**config.mk**
```make
export PLATFORM = sky130hd
export DESIGN_NAME = fli_flc_frame_decoder
export DESIGN_NICKNAME = d
export VERILOG_FILES = /design/src/rtl/flifd_pkg.sv /design/src/rtl/fli_flc_frame_decoder.sv
export VERILOG_INCLUDE_DIRS = /design/src /design/src/rtl
export SDC_FILE = /design/constraint.sdc
export NUM_CORES = 2
export LEC_CHECK = 0
export ABC_AREA = 1
export BUFFER_PORTS_ARGS = -buffer_cell sky130_fd_sc_hd__buf_4
export CAP_MARGIN = 20
export CORE_ASPECT_RATIO = 1.1
export CORE_UTILIZATION = 45
export CTS_CLUSTER_SIZE = 14
export DETAILED_ROUTE_END_ITERATION = 10
export PLACE_DENSITY_LB_ADDON = 0.25
export SLEW_MARGIN = 15
export SYNTH_ARGS = -nofsm -noshare
export SYNTH_HDL_FRONTEND = slang
export SYNTH_SLANG_ARGS = --single-unit
```
**constraint.sdc**
```tcl
create_clock -name clock -period 7 [get_ports clock]
set_input_delay 1.4 -clock clock [delete_from_list [all_inputs] [get_ports clock]]
set_output_delay 1.4 -clock clock [all_outputs]
set_load 0.005 [all_outputs]
```
**src/rtl/fli_flc_frame_decoder_defines.svh**
```systemverilog
// assertion helpers for the frame decoder
`ifndef FLI_FLC_FRAME_DECODER_DEFINES_SVH
`define FLI_FLC_FRAME_DECODER_DEFINES_SVH

// checked only outside reset
`define FLIFD_ASSERT(lbl, prop, msg) \
   lbl: assert property (@(posedge clock) disable iff (reset) prop) else $error(msg);

// checked at every edge, reset included
`define FLIFD_ASSERT_ALWAYS(lbl, prop, msg) \
   lbl: assert property (@(posedge clock) prop) else $error(msg);

`endif

```
**src/rtl/flifd_pkg.sv**
```systemverilog
package flifd_pkg;

   // default limits
   localparam int MAX_WIDTH_DEF  = 1024;
   localparam int MAX_HEIGHT_DEF = 1024;

   // register indexes
   localparam logic REG_WIDTH  = 1'b0;
   localparam logic REG_HEIGHT = 1'b1;

   // reset values of the registers
   localparam logic [10:0] WIDTH_RST  = 11'd320;
   localparam logic [10:0] HEIGHT_RST = 11'd200;

   // frame types
   localparam logic [15:0] FT_FRAME  = 16'hF1FA;
   localparam logic [15:0] FT_PREFIX = 16'hF100;
   localparam logic [15:0] FT_FILLER = 16'h00A1;

   // chunk types
   localparam logic [15:0] CT_PAL8   = 16'd4;
   localparam logic [15:0] CT_DELTAW = 16'd7;
   localparam logic [15:0] CT_PAL6   = 16'd11;
   localparam logic [15:0] CT_DELTAL = 16'd12;
   localparam logic [15:0] CT_BLACK  = 16'd13;
   localparam logic [15:0] CT_RUN    = 16'd15;
   localparam logic [15:0] CT_COPY   = 16'd16;

   // result kinds
   localparam logic [2:0] K_BYTE_WR  = 3'd0;
   localparam logic [2:0] K_BYTE_FILL = 3'd1;
   localparam logic [2:0] K_WORD_FILL = 3'd2;
   localparam logic [2:0] K_PAL_WR   = 3'd3;
   localparam logic [2:0] K_DONE     = 3'd4;
   localparam logic [2:0] K_SKIPPED  = 3'd5;
   localparam logic [2:0] K_BAD      = 3'd6;
   localparam logic [2:0] K_UNKNOWN  = 3'd7;

   // saturation limits
   localparam logic [19:0] ADDR_MAX  = 20'hFFFFF;
   localparam logic [20:0] COUNT_MAX = 21'h1FFFFF;
   localparam logic [16:0] ROW_MAX   = 17'h1FFFF;
   localparam logic [15:0] COL_MAX   = 16'hFFFF;
   localparam logic [9:0]  POFF_MAX  = 10'd1023;
   localparam logic [9:0]  DROW_MAX  = 10'd1023;

   typedef enum logic [25:0] {
      PH_FRAME_HDR  = 26'h0000001,
      PH_SKIP_FRAME = 26'h0000002,
      PH_CHUNK_HDR  = 26'h0000004,
      PH_FRAME_REST = 26'h0000008,
      PH_DONE       = 26'h0000010,
      PH_PAL_COUNT  = 26'h0000020,
      PH_PAL_SKIP   = 26'h0000040,
      PH_PAL_LEN    = 26'h0000080,
      PH_PAL_R      = 26'h0000100,
      PH_PAL_G      = 26'h0000200,
      PH_PAL_B      = 26'h0000400,
      PH_DL_LINES   = 26'h0000800,
      PH_DL_WORD    = 26'h0001000,
      PH_DL_SKIP    = 26'h0002000,
      PH_DL_SIZE    = 26'h0004000,
      PH_DL_FILLW   = 26'h0008000,
      PH_LC_Y       = 26'h0010000,
      PH_LC_LINES   = 26'h0020000,
      PH_LC_PKT     = 26'h0040000,
      PH_LC_SKIP    = 26'h0080000,
      PH_LC_SIZE    = 26'h0100000,
      PH_BR_PKT     = 26'h0200000,
      PH_BR_SIZE    = 26'h0400000,
      PH_RUN_COPY   = 26'h0800000,
      PH_RUN_FILL   = 26'h1000000,
      PH_CP_BYTE    = 26'h2000000
   } phase_type;

   typedef struct packed {
      logic       rows_d;
      logic [9:0] rfrom;
      logic [9:0] rto;
      logic       pal_d;
      logic [7:0] pfrom;
      logic [7:0] pto;
   } dirty_type;

   typedef struct packed {
      phase_type   phase;
      logic [15:0] shift;
      logic [3:0]  bpos;
      logic [31:0] fleft;
      logic [31:0] cleft;
      logic [15:0] chunks;
      logic [4:0]  ckind;
      logic [15:0] col;
      logic [16:0] row;
      logic [15:0] lines;
      logic [15:0] pkts;
      logic [8:0]  run;
      logic [9:0]  poff;
      logic [15:0] rgb;
      logic        stopped;
      dirty_type   d;
   } st_type;

   typedef struct packed {
      logic [2:0]  kind;
      logic [19:0] address;
      logic [20:0] count;
      logic [7:0]  value_a;
      logic [7:0]  value_b;
      logic [7:0]  value_c;
      logic        rows_dirty;
      logic [9:0]  row_from;
      logic [9:0]  row_to;
      logic        pal_dirty;
      logic [7:0]  pal_from;
      logic [7:0]  pal_to;
   } rsp_type;

   // result item with the range fields cleared
   function automatic rsp_type make_rsp(logic [2:0] kind, logic [19:0] addr,
                                        logic [20:0] cnt, logic [7:0] a,
                                        logic [7:0] b, logic [7:0] c);
      rsp_type r;
      r = '0;
      r.kind = kind;
      r.address = addr;
      r.count = cnt;
      r.value_a = a;
      r.value_b = b;
      r.value_c = c;
      return r;
   endfunction

endpackage

```
**src/rtl/fli_flc_frame_decoder.sv**
```systemverilog
// Frame stream decoder: takes one byte per item and returns frame-buffer commands, palette
// writes and frame status items. A byte is taken into an input register and decoded from there,
// so the block sustains one byte per cycle unless stalled; the only throughput limit is the
// four-entry result queue: a byte that ends a frame together with a write yields two result
// items, and the input stalls while the queue holds more than two items. The user must write
// registers over the csr_ port only while no bytes are in flight; the block does not enforce this.
`include "fli_flc_frame_decoder_defines.svh"

module fli_flc_frame_decoder
   import flifd_pkg::*;
#(
   parameter int MAX_WIDTH  = MAX_WIDTH_DEF,
   parameter int MAX_HEIGHT = MAX_HEIGHT_DEF
) (
   input  logic        clock,
   input  logic        reset,
   input  logic        req_valid,
   output logic        req_stall,
   input  logic [7:0]  req_byte_in,
   output logic        rsp_valid,
   input  logic        rsp_stall,
   output logic [2:0]  rsp_kind,
   output logic [19:0] rsp_address,
   output logic [20:0] rsp_count,
   output logic [7:0]  rsp_value_a,
   output logic [7:0]  rsp_value_b,
   output logic [7:0]  rsp_value_c,
   output logic        rsp_rows_dirty,
   output logic [9:0]  rsp_row_from,
   output logic [9:0]  rsp_row_to,
   output logic        rsp_pal_dirty,
   output logic [7:0]  rsp_pal_from,
   output logic [7:0]  rsp_pal_to,
   input  logic        csr_psel,
   input  logic        csr_penable,
   input  logic        csr_pwrite,
   input  logic [2:0]  csr_paddr,
   input  logic [31:0] csr_pwdata,
   output logic [31:0] csr_prdata,
   output logic        csr_pready
);

   // helpers on the parser state
   function automatic st_type set_phase(st_type s, phase_type p);
      st_type t;
      t = s;
      t.phase = p;
      t.bpos = '0;
      t.shift = '0;
      return t;
   endfunction

   function automatic st_type row_add(st_type s, logic [16:0] x);
      st_type t;
      logic [17:0] sum;
      t = s;
      sum = {1'b0, s.row} + {1'b0, x};
      t.row = (sum > {1'b0, ROW_MAX}) ? ROW_MAX : sum[16:0];
      return t;
   endfunction

   function automatic st_type col_add(st_type s, logic [9:0] x);
      st_type t;
      logic [16:0] sum;
      t = s;
      sum = {1'b0, s.col} + {7'b0, x};
      t.col = (sum > {1'b0, COL_MAX}) ? COL_MAX : sum[15:0];
      return t;
   endfunction

   function automatic st_type line_end(st_type s);
      st_type t;
      t = row_add(s, 17'd1);
      if (t.lines != '0) t.lines = t.lines - 16'd1;
      if (t.lines == '0) begin
         t = set_phase(t, PH_DONE);
      end else begin
         t.col = '0;
         if (t.ckind == CT_DELTAW[4:0]) t = set_phase(t, PH_DL_WORD);
         else if (t.ckind == CT_DELTAL[4:0]) t = set_phase(t, PH_LC_PKT);
         else t = set_phase(t, PH_BR_PKT);
      end
      return t;
   endfunction

   function automatic st_type pkt_end(st_type s);
      st_type t;
      t = s;
      if (t.pkts != '0) t.pkts = t.pkts - 16'd1;
      if (t.pkts == '0) begin
         t = line_end(t);
      end else if (t.ckind == CT_DELTAW[4:0]) begin
         t = set_phase(t, PH_DL_SKIP);
      end else if (t.ckind == CT_DELTAL[4:0]) begin
         t = set_phase(t, PH_LC_SKIP);
      end else begin
         t = set_phase(t, PH_BR_SIZE);
      end
      return t;
   endfunction

   function automatic st_type end_chunk(st_type s);
      return set_phase(s, (s.chunks != '0) ? PH_CHUNK_HDR : PH_FRAME_REST);
   endfunction

   // first byte of a word is held, second completes it
   function automatic st_type take_word(st_type s, logic [7:0] b);
      st_type t;
      t = s;
      if (s.bpos == '0) begin
         t.shift = {8'h00, b};
         t.bpos = 4'd1;
      end else begin
         t.shift = '0;
         t.bpos = '0;
      end
      return t;
   endfunction

   function automatic dirty_type mark_rows(dirty_type d, logic [17:0] lo, logic [17:0] hi);
      dirty_type t;
      logic [9:0] l;
      logic [9:0] h;
      t = d;
      l = (lo > 18'(DROW_MAX)) ? DROW_MAX : lo[9:0];
      h = (hi > 18'(DROW_MAX)) ? DROW_MAX : hi[9:0];
      if (!d.rows_d) begin
         t.rows_d = 1'b1;
         t.rfrom = l;
         t.rto = h;
      end else begin
         if (l < d.rfrom) t.rfrom = l;
         if (h > d.rto) t.rto = h;
      end
      return t;
   endfunction

   function automatic dirty_type mark_pal(dirty_type d, logic [7:0] lo, logic [9:0] hi);
      dirty_type t;
      logic [7:0] h;
      t = d;
      h = (hi > 10'd255) ? 8'hFF : hi[7:0];
      if (!d.pal_d) begin
         t.pal_d = 1'b1;
         t.pfrom = lo;
         t.pto = h;
      end else begin
         if (lo < d.pfrom) t.pfrom = lo;
         if (h > d.pto) t.pto = h;
      end
      return t;
   endfunction

   // configuration registers
   logic [10:0] width_ff, height_ff;
   logic [10:0] w_eff, h_eff, w_m1;
   logic [21:0] wh_ff;
   logic        cfg_wr;

   assign cfg_wr = csr_psel && csr_penable && csr_pwrite;
   assign csr_pready = 1'b1;
   assign csr_prdata = (csr_paddr[2] == REG_HEIGHT) ? {21'b0, height_ff} : {21'b0, width_ff};

   always_ff @(posedge clock) begin
      if (reset) begin
         width_ff <= WIDTH_RST;
         height_ff <= HEIGHT_RST;
      end else if (cfg_wr) begin
         if (csr_paddr[2] == REG_WIDTH) width_ff <= csr_pwdata[10:0];
         else height_ff <= csr_pwdata[10:0];
      end
   end

   // clamped sizes and the black fill length
   assign w_eff = (32'(width_ff) < MAX_WIDTH) ? width_ff : 11'(MAX_WIDTH);
   assign h_eff = (32'(height_ff) < MAX_HEIGHT) ? height_ff : 11'(MAX_HEIGHT);
   assign w_m1 = (w_eff != '0) ? (w_eff - 11'd1) : '0;

   always_ff @(posedge clock) begin
      wh_ff <= {11'b0, w_eff} * {11'b0, h_eff};
   end

   // input register and result queue control
   logic       in_v_ff, in_v_in;
   logic [7:0] in_b_ff;
   logic [2:0] cnt_ff, cnt_in;
   logic [1:0] rd_ff, wr_ff;
   logic       proc, accept, pop;
   logic [1:0] push_n;
   rsp_type    q_ff [4];

   assign proc = in_v_ff && (cnt_ff <= 3'd2);
   assign req_stall = in_v_ff && !proc;
   assign accept = req_valid && !req_stall;
   assign rsp_valid = (cnt_ff != '0);
   assign pop = rsp_valid && !rsp_stall;
   assign in_v_in = accept ? 1'b1 : (proc ? 1'b0 : in_v_ff);

   always_ff @(posedge clock) begin
      if (accept) in_b_ff <= req_byte_in;
   end

   // pixel address of the current row and column
   st_type      st_ff, st_in;
   logic [27:0] row_prod;
   logic [28:0] pix_sum;
   logic [19:0] pix;
   logic [15:0] col_sel;

   assign col_sel = (st_ff.phase == PH_DL_WORD) ? {5'b0, w_m1} : st_ff.col;
   assign row_prod = st_ff.row * w_eff;
   assign pix_sum = {1'b0, row_prod} + {13'b0, col_sel};
   assign pix = (pix_sum > 29'(ADDR_MAX)) ? ADDR_MAX : pix_sum[19:0];

   // decode of one byte
   rsp_type     body_r, done_r, res0, res1;
   logic        body_e, done_e;

   always_comb begin
      st_type      s;
      logic [7:0]  b;
      logic        got;
      logic [15:0] v;
      logic [15:0] ftype;
      logic [31:0] body_len;
      logic [8:0]  sv;
      logic [8:0]  sn;
      logic [10:0] psum;
      logic [7:0]  r;
      logic [7:0]  g;
      logic [7:0]  bl;
      logic [20:0] wh_cnt;

      s = st_ff;
      b = in_b_ff;
      got = (st_ff.bpos != '0);
      v = {b, st_ff.shift[7:0]};
      ftype = '0;
      body_len = '0;
      sv = {b[7], b};
      sn = '0;
      psum = '0;
      r = '0;
      g = '0;
      bl = '0;
      wh_cnt = (wh_ff > 22'(COUNT_MAX)) ? COUNT_MAX : wh_ff[20:0];
      body_r = '0;
      done_r = '0;
      body_e = 1'b0;
      done_e = 1'b0;

      if (!st_ff.stopped) begin
         if (st_ff.phase == PH_FRAME_HDR) begin
            // frame header: size, type, chunk count, padding
            if (st_ff.bpos < 4'd4) begin
               if (st_ff.bpos == '0) s.fleft = {24'b0, b};
               else s.fleft[8*st_ff.bpos[1:0] +: 8] = b;
            end else if (st_ff.bpos == 4'd4) begin
               s.shift = {8'h00, b};
            end else if (st_ff.bpos == 4'd5) begin
               s.shift[15:8] = b;
            end else if (st_ff.bpos == 4'd6) begin
               s.chunks = {8'h00, b};
            end else if (st_ff.bpos == 4'd7) begin
               s.chunks[15:8] = b;
            end
            if (st_ff.bpos < 4'd15) begin
               s.bpos = st_ff.bpos + 4'd1;
            end else begin
               ftype = s.shift;
               body_len = (s.fleft > 32'd16) ? (s.fleft - 32'd16) : '0;
               s.fleft = body_len;
               if (ftype == FT_PREFIX || ftype == FT_FILLER) begin
                  body_r = make_rsp(K_SKIPPED, {4'b0, ftype}, '0, '0, '0, '0);
                  body_e = 1'b1;
                  s = set_phase(s, (body_len != '0) ? PH_SKIP_FRAME : PH_FRAME_HDR);
               end else if (ftype != FT_FRAME) begin
                  body_r = make_rsp(K_BAD, {4'b0, ftype}, '0, '0, '0, '0);
                  body_e = 1'b1;
                  s.stopped = 1'b1;
               end else if (body_len == '0) begin
                  done_e = 1'b1;
                  s = set_phase(s, PH_FRAME_HDR);
               end else begin
                  s = set_phase(s, (s.chunks != '0) ? PH_CHUNK_HDR : PH_FRAME_REST);
               end
            end
         end else if (st_ff.phase == PH_SKIP_FRAME) begin
            // body of a skipped frame
            if (s.fleft != '0) s.fleft = s.fleft - 32'd1;
            if (s.fleft == '0) s = set_phase(s, PH_FRAME_HDR);
         end else begin
            if (s.fleft != '0) s.fleft = s.fleft - 32'd1;
            if (st_ff.phase == PH_CHUNK_HDR) begin
               // chunk header: size then type
               if (st_ff.bpos < 4'd4) begin
                  if (st_ff.bpos == '0) s.cleft = {24'b0, b};
                  else s.cleft[8*st_ff.bpos[1:0] +: 8] = b;
               end else if (st_ff.bpos == 4'd4) begin
                  s.shift = {8'h00, b};
               end else begin
                  s.shift[15:8] = b;
               end
               if (st_ff.bpos < 4'd5) begin
                  s.bpos = st_ff.bpos + 4'd1;
               end else begin
                  ftype = s.shift;
                  s.cleft = (s.cleft > 32'd6) ? (s.cleft - 32'd6) : '0;
                  if (s.chunks != '0) s.chunks = s.chunks - 16'd1;
                  s.ckind = ftype[4:0];
                  s.row = '0;
                  s.col = '0;
                  if (ftype == CT_PAL8 || ftype == CT_PAL6) begin
                     s.poff = '0;
                     s = set_phase(s, PH_PAL_COUNT);
                  end else if (ftype == CT_DELTAW) begin
                     s = set_phase(s, PH_DL_LINES);
                  end else if (ftype == CT_DELTAL) begin
                     s = set_phase(s, PH_LC_Y);
                  end else if (ftype == CT_BLACK) begin
                     if (wh_ff != '0) begin
                        body_r = make_rsp(K_BYTE_FILL, '0, wh_cnt, '0, '0, '0);
                        body_e = 1'b1;
                     end
                     if (h_eff != '0) s.d = mark_rows(s.d, '0, {7'b0, h_eff} - 18'd1);
                     s = set_phase(s, PH_DONE);
                  end else if (ftype == CT_RUN) begin
                     s.lines = {5'b0, h_eff};
                     if (h_eff != '0) s.d = mark_rows(s.d, '0, {7'b0, h_eff} - 18'd1);
                     s = set_phase(s, (h_eff != '0) ? PH_BR_PKT : PH_DONE);
                  end else if (ftype == CT_COPY) begin
                     s.lines = {5'b0, h_eff};
                     if (h_eff != '0) s.d = mark_rows(s.d, '0, {7'b0, h_eff} - 18'd1);
                     s = set_phase(s, (w_eff != '0 && h_eff != '0) ? PH_CP_BYTE : PH_DONE);
                  end else begin
                     s.ckind = '0;
                     body_r = make_rsp(K_UNKNOWN, {4'b0, ftype}, '0, '0, '0, '0);
                     body_e = 1'b1;
                     s = set_phase(s, PH_DONE);
                  end
                  if (s.cleft == '0) s = end_chunk(s);
               end
            end else if (st_ff.phase != PH_FRAME_REST) begin
               // chunk body
               if (s.cleft != '0) s.cleft = s.cleft - 32'd1;
               unique case (st_ff.phase)
                  PH_PAL_COUNT: begin
                     s = take_word(s, b);
                     if (got) begin
                        s.pkts = v;
                        s = set_phase(s, (v != '0) ? PH_PAL_SKIP : PH_DONE);
                     end
                  end
                  PH_PAL_SKIP: begin
                     psum = {1'b0, s.poff} + {3'b0, b};
                     s.poff = (psum > {1'b0, POFF_MAX}) ? POFF_MAX : psum[9:0];
                     s = set_phase(s, PH_PAL_LEN);
                  end
                  PH_PAL_LEN: begin
                     s.run = (b != '0) ? {1'b0, b} : 9'd256;
                     if (s.poff <= 10'd255) begin
                        s.d = mark_pal(s.d, s.poff[7:0], s.poff + {1'b0, s.run} - 10'd1);
                     end
                     s = set_phase(s, PH_PAL_R);
                  end
                  PH_PAL_R: begin
                     s.rgb = {8'h00, b};
                     s = set_phase(s, PH_PAL_G);
                  end
                  PH_PAL_G: begin
                     s.rgb[15:8] = b;
                     s = set_phase(s, PH_PAL_B);
                  end
                  PH_PAL_B: begin
                     r = s.rgb[7:0];
                     g = s.rgb[15:8];
                     bl = b;
                     // 8-bit palette components scale down to 6 bits
                     if (s.ckind == CT_PAL8[4:0]) begin
                        r = r >> 2;
                        g = g >> 2;
                        bl = bl >> 2;
                     end
                     if (s.poff <= 10'd255) begin
                        body_r = make_rsp(K_PAL_WR, {10'b0, s.poff}, '0, r, g, bl);
                        body_e = 1'b1;
                     end
                     if (s.poff < POFF_MAX) s.poff = s.poff + 10'd1;
                     if (s.run != '0) s.run = s.run - 9'd1;
                     if (s.run != '0) begin
                        s = set_phase(s, PH_PAL_R);
                     end else begin
                        if (s.pkts != '0) s.pkts = s.pkts - 16'd1;
                        s = set_phase(s, (s.pkts != '0) ? PH_PAL_SKIP : PH_DONE);
                     end
                  end
                  PH_DL_LINES: begin
                     s = take_word(s, b);
                     if (got) begin
                        s.lines = v;
                        s = set_phase(s, (v != '0) ? PH_DL_WORD : PH_DONE);
                     end
                  end
                  PH_DL_WORD: begin
                     s = take_word(s, b);
                     if (got) begin
                        if (v[15]) begin
                           // line skip or last-pixel write
                           if (v[14]) begin
                              s = row_add(s, 17'h10000 - {1'b0, v});
                           end else begin
                              body_r = make_rsp(K_BYTE_WR, pix, '0, v[7:0], '0, '0);
                              body_e = 1'b1;
                           end
                           s = set_phase(s, PH_DL_WORD);
                        end else begin
                           s.pkts = v;
                           s.col = '0;
                           s.d = mark_rows(s.d, {1'b0, s.row}, {1'b0, s.row});
                           if (v != '0) s = set_phase(s, PH_DL_SKIP);
                           else s = line_end(s);
                        end
                     end
                  end
                  PH_DL_SKIP: begin
                     s = col_add(s, {2'b0, b});
                     s = set_phase(s, PH_DL_SIZE);
                  end
                  PH_DL_SIZE: begin
                     if (!b[7] && b != '0) begin
                        s.run = {b, 1'b0};
                        s = set_phase(s, PH_RUN_COPY);
                     end else if (b[7]) begin
                        s.run = -sv;
                        s = set_phase(s, PH_DL_FILLW);
                     end else begin
                        s = pkt_end(s);
                     end
                  end
                  PH_DL_FILLW: begin
                     s = take_word(s, b);
                     if (got) begin
                        body_r = make_rsp(K_WORD_FILL, pix, {12'b0, s.run}, v[7:0], v[15:8], '0);
                        body_e = 1'b1;
                        s = col_add(s, {s.run, 1'b0});
                        s = pkt_end(s);
                     end
                  end
                  PH_LC_Y: begin
                     s = take_word(s, b);
                     if (got) begin
                        s.row = {1'b0, v};
                        s = set_phase(s, PH_LC_LINES);
                     end
                  end
                  PH_LC_LINES: begin
                     s = take_word(s, b);
                     if (got) begin
                        s.lines = v;
                        if (v != '0) begin
                           s.d = mark_rows(s.d, {1'b0, s.row},
                                           {1'b0, s.row} + {2'b0, v} - 18'd1);
                        end
                        s = set_phase(s, (v != '0) ? PH_LC_PKT : PH_DONE);
                     end
                  end
                  PH_LC_PKT, PH_BR_PKT: begin
                     s.pkts = {8'h00, b};
                     s.col = '0;
                     if (b != '0) begin
                        s = set_phase(s, (st_ff.phase == PH_LC_PKT) ? PH_LC_SKIP : PH_BR_SIZE);
                     end else begin
                        s = line_end(s);
                     end
                  end
                  PH_LC_SKIP: begin
                     s = col_add(s, {2'b0, b});
                     s = set_phase(s, PH_LC_SIZE);
                  end
                  PH_LC_SIZE, PH_BR_SIZE: begin
                     if (b == '0) begin
                        s = pkt_end(s);
                     end else begin
                        // byte run counts are negated relative to line delta
                        sn = (st_ff.phase == PH_BR_SIZE) ? -sv : sv;
                        if (!sn[8]) begin
                           s.run = sn;
                           s = set_phase(s, PH_RUN_COPY);
                        end else begin
                           s.run = -sn;
                           s = set_phase(s, PH_RUN_FILL);
                        end
                     end
                  end
                  PH_RUN_COPY: begin
                     body_r = make_rsp(K_BYTE_WR, pix, '0, b, '0, '0);
                     body_e = 1'b1;
                     s = col_add(s, 10'd1);
                     if (s.run != '0) s.run = s.run - 9'd1;
                     if (s.run == '0) s = pkt_end(s);
                  end
                  PH_RUN_FILL: begin
                     body_r = make_rsp(K_BYTE_FILL, pix, {12'b0, s.run}, b, '0, '0);
                     body_e = 1'b1;
                     s = col_add(s, {1'b0, s.run});
                     s = pkt_end(s);
                  end
                  PH_CP_BYTE: begin
                     body_r = make_rsp(K_BYTE_WR, pix, '0, b, '0, '0);
                     body_e = 1'b1;
                     s = col_add(s, 10'd1);
                     if (s.col >= {5'b0, w_eff}) begin
                        s.col = '0;
                        s = row_add(s, 17'd1);
                        if (s.lines != '0) s.lines = s.lines - 16'd1;
                        if (s.lines == '0) s = set_phase(s, PH_DONE);
                     end
                  end
                  default: begin
                  end
               endcase
               if (s.cleft == '0) s = end_chunk(s);
            end
            // frame end closes any open chunk
            if (s.fleft == '0) begin
               done_e = 1'b1;
               s = set_phase(s, PH_FRAME_HDR);
            end
         end

         // frame done carries the ranges and clears them
         if (done_e) begin
            done_r = make_rsp(K_DONE, '0, '0, '0, '0, '0);
            done_r.rows_dirty = s.d.rows_d;
            done_r.row_from = s.d.rows_d ? s.d.rfrom : '0;
            done_r.row_to = s.d.rows_d ? s.d.rto : '0;
            done_r.pal_dirty = s.d.pal_d;
            done_r.pal_from = s.d.pal_d ? s.d.pfrom : '0;
            done_r.pal_to = s.d.pal_d ? s.d.pto : '0;
            s.d = '0;
         end
      end
      st_in = s;
   end

   // order the results: command first, frame done after it
   assign res0 = body_e ? body_r : done_r;
   assign res1 = done_r;
   assign push_n = proc ? ({1'b0, body_e} + {1'b0, done_e}) : 2'd0;
   assign cnt_in = cnt_ff - {2'b0, pop} + {1'b0, push_n};

   always_ff @(posedge clock) begin
      if (reset) begin
         st_ff <= set_phase('0, PH_FRAME_HDR);
         in_v_ff <= 1'b0;
         cnt_ff <= '0;
         rd_ff <= '0;
         wr_ff <= '0;
      end else begin
         if (proc) st_ff <= st_in;
         in_v_ff <= in_v_in;
         cnt_ff <= cnt_in;
         if (pop) rd_ff <= rd_ff + 2'd1;
         wr_ff <= wr_ff + push_n;
      end
   end

   // result queue storage
   always_ff @(posedge clock) begin
      if (push_n != 2'd0) q_ff[wr_ff] <= res0;
      if (push_n == 2'd2) q_ff[wr_ff + 2'd1] <= res1;
   end

   assign rsp_kind = q_ff[rd_ff].kind;
   assign rsp_address = q_ff[rd_ff].address;
   assign rsp_count = q_ff[rd_ff].count;
   assign rsp_value_a = q_ff[rd_ff].value_a;
   assign rsp_value_b = q_ff[rd_ff].value_b;
   assign rsp_value_c = q_ff[rd_ff].value_c;
   assign rsp_rows_dirty = q_ff[rd_ff].rows_dirty;
   assign rsp_row_from = q_ff[rd_ff].row_from;
   assign rsp_row_to = q_ff[rd_ff].row_to;
   assign rsp_pal_dirty = q_ff[rd_ff].pal_dirty;
   assign rsp_pal_from = q_ff[rd_ff].pal_from;
   assign rsp_pal_to = q_ff[rd_ff].pal_to;

   // checks
   `FLIFD_ASSERT_ALWAYS(a_reset_empty, reset |=> (cnt_ff == 3'd0), "queue not empty after reset")
   `FLIFD_ASSERT(a_queue_bound, cnt_ff <= 3'd4, "result queue overflow")
   `FLIFD_ASSERT(a_stop_sticks, st_ff.stopped |=> st_ff.stopped, "stop cleared without reset")
   `FLIFD_ASSERT(a_stop_silent, st_ff.stopped |-> push_n == 2'd0, "result after bad magic")
   `FLIFD_ASSERT(a_pair_done, (push_n == 2'd2) |-> res1.kind == K_DONE,
      "second result of a byte is not frame done")

endmodule

```
==> impl_metrics.yaml <==
cts:
  cts_tree: "built"
  path_clk_slew_ps: 60
  hold_buffers: 0
  cts_buffers: 89
  root_buffer: "clkbuf_16"
  ctsLongestPathBuffers: 3
  worst_skew_pair.late_latency_ps: 770
  cts_sinks: 756
  htree_levels: 3
pwr:
  p_seq_share_pct: 18.9
  ir_worst_vdd_mv: 0.815
  power_frac_clock_pct: 18.4
  power.density_mw_per_mm2: 369
  internal_power_mw: 12.2
  p_leak_nw: 34.0
  swShare_pct: 54.9
  p_sw_mw: 14.8
  power_frac_comb_pct: 62.6
detailed_routing:
  drt_iter0_drc: 8045
  drc: 0
  routed_wl_um: 274000
  vias: 70800
  vias_per_cell: 5.85
  wl_per_cell_um: 22.7
  dr.pass1.iters: 6
  final_antenna_net_count: 0
floorplanning:
  ios: 191
  die_height_um: 402
  fp-row-count: 146
  initial_core_util_pct: 45.4
  dieArea_mm2: 0.147
  die_x_um: 365
  core_mm2: 0.144
final_layout:
  fillers: 14700
  syn2layout_area_growth_pct: 11.8
  final_area_mm2: 0.0731
  drive_above_1_share_pct: 8.77
  final_nets: 10700
timing:
  report.final.slew_viol_count: 0
  fmax_ghz: 0.148
  setup_viol: 0
  final.min_clock_period_ps: 6740
  final_hold_viol_count: 0
  post-route-period-util_pct: 96.3
  worstMarginPinSlew_ps: 1210
  fin_ws_ps: 261
  slew_headroom_pct: 19.2
  skew_ps: 78.7
critical_path:
  criticalPathCategory: "reg -> reg"
  critPathMaxFanout: 11
  arrival_ps: 7390
  crit_path_max_incr_delay_ps: 570
  critPathRequiredTime_ps: 7650
  path_common_cell: "nand2_1"
  end_kind: "flop"
  cpMaxStageDelayCell: "fa_1"
  critPathLaunchType: "flop"
yosys:
  seq_area_frac_synth_pct: 25.7
  synth.area.top_cells: "dfxtp_1, nand2_1, nor2_1"
  syn_inst: 9975
  synth_most_common_cell: "nand2_1"
  synth_commonest_cells: "nand2_1, nor2_1, inv_1, o21ai_0, dfxtp_1"
  synth_cell_types: 73
  synth_ff_type: "dfxtp_1"
  synthArstFlopShare_pct: 0
  synth.cell_area_mm2: 0.0653
  synth.avg_cell_area_um2: 6.55
  synth-warning-count: 0
  synth_top_cell_area_share_pct: 18.1
  yosys_register_bits: 756
  yosys.area.top_type: "dfxtp_1"
  synth-edff-count: 164
place:
  preCtsSetupSlack_ps: -127
  placed_area_mm2: 0.0694
  gp_congestion: 1.04
  port_buffers: 145
  place_hpwl_um: 208000
global_route:
  track_usage_pct: 36.4
  grt_pass1_vias: 66000
  antenna_found_initial: 8
  grt_max_degree: 127
  grt_pass1_wl_um: 407000
  overflow: 0
worst_hold_path:
  hold_path.class: "reg -> reg"
job:
  max-cap-violations: 0
status:
  run_status: "complete, no violations"
-- routing by layer --
layer	GRT usage, %	vias up	wire length (um)
met4	22.2	8	18700
met3	6.42	773	25000
li1	-	32900	-
met1	46.5	33500	109000
met2	56.9	3540	121000
met5	0	-	50
-- power by group through the flow --
stage | clock, mW | sequential, mW | combinational, mW
floorplan | 0 | 5.04 | 10.8
global placement | 0 | 5.17 | 16.1
detailed placement | 0 | 5.18 | 16.2
CTS | 5.01 | 5.09 | 16.3
global route | 5.18 | 5.13 | 18.2
finish | 4.97 | 5.11 | 16.9
-- worst paths after layout --
check | startpoint | cells past startpoint | slack [ps] | to
max | width_ff[10] | 30 | 260 | q_ff[2][98]
min | q_ff[1][91] | 2 | 450 | q_ff[1][91]
max reg2reg | width_ff[10] | 30 | 260 | q_ff[2][98]
min reg2reg | q_ff[1][91] | 2 | 450 | q_ff[1][91]
-- placed cells by master (no fill, tap or decap), types with 165 or more instances in the layout --
cell type  count
dfxtp_1      589
nor2_1      1354
nand3_1      505
inv_1       1181
o22ai_1      165
ha_1         322
nand2_1     2344
fa_1         239
o21ai_0      860
xor2_1       167
a21oi_1      542
buf_4        428
nand4_1      180
-- through the flow --
stage                     hold WS, ps  cells  setup TNS [ps]  util [%]  power, mW
after floorplan                   421   9995               0         -       15.9
after global placement            433  11900            -984      48.2       21.3
after detailed placement          435  11900           -1940      48.2       21.4
after CTS                         449  12100               0      50.4       26.4
after global routing              460  12100          -0.685      50.7       28.5
final                             449  12100               0      50.8       27.0
-- cell type report --
cell class                 count  area [um2]  share of cell area (%)
antenna                        5        12.5                  0.0171
clock buffer                 117        2480                    3.40
inverter                    1248        4700                    6.43
multi-input combinational   7532       42400                    58.1
timing repair buffer         451        3620                    4.96
sequential                   756       16800                    23.0
tap                         1924        2410                    3.29
clock inverter                50         631                   0.863
timing repair inverter         1        5.00                 0.00685
-- kinds of logic after synthesis --
group                      synth area share (%)
AOI/OAI and AO/OA                          17.0
xor gates and xnor gates                   2.71
adders and majority gates                  13.7
buffers and inverters                      10.3
DFF                                        25.7
muxes                                     0.111
other                                    0.0115
and+or+nand+nor                            30.5
-- what timing repair did --
item                                    in CTS  in global routing
gates cloned                                 0                  2
buffers inserted                             0                  3
endpoints found under the setup margin      74                122
resized for setup                            7                105
endpoints found under the hold margin        0                  0
pin swaps                                    2                  9
-- critical path: cells and delay by family (launching register included) --
kind / cells / cell delay, ps
AO/OA/AOI/OAI: 5 / 1050
XOR/XNOR: 1 / 160
adder cells (fa/ha/maj): 6 / 3020
buffers and inverters: 7 / 980
flip-flops: 1 / 380
AND/OR/NAND/NOR: 11 / 1010
-- registers in the layout, indices dropped and copies added (netlist names), 2 cells and up, named ones only --
register   flops
wr_ff          2
in_b_ff        8
st_ff        270
height_ff     11
rd_ff          2
q_ff         424
width_ff      11
cnt_ff         3
wh_ff         22
No activity file was read; power rests on OpenSTA's default activity.
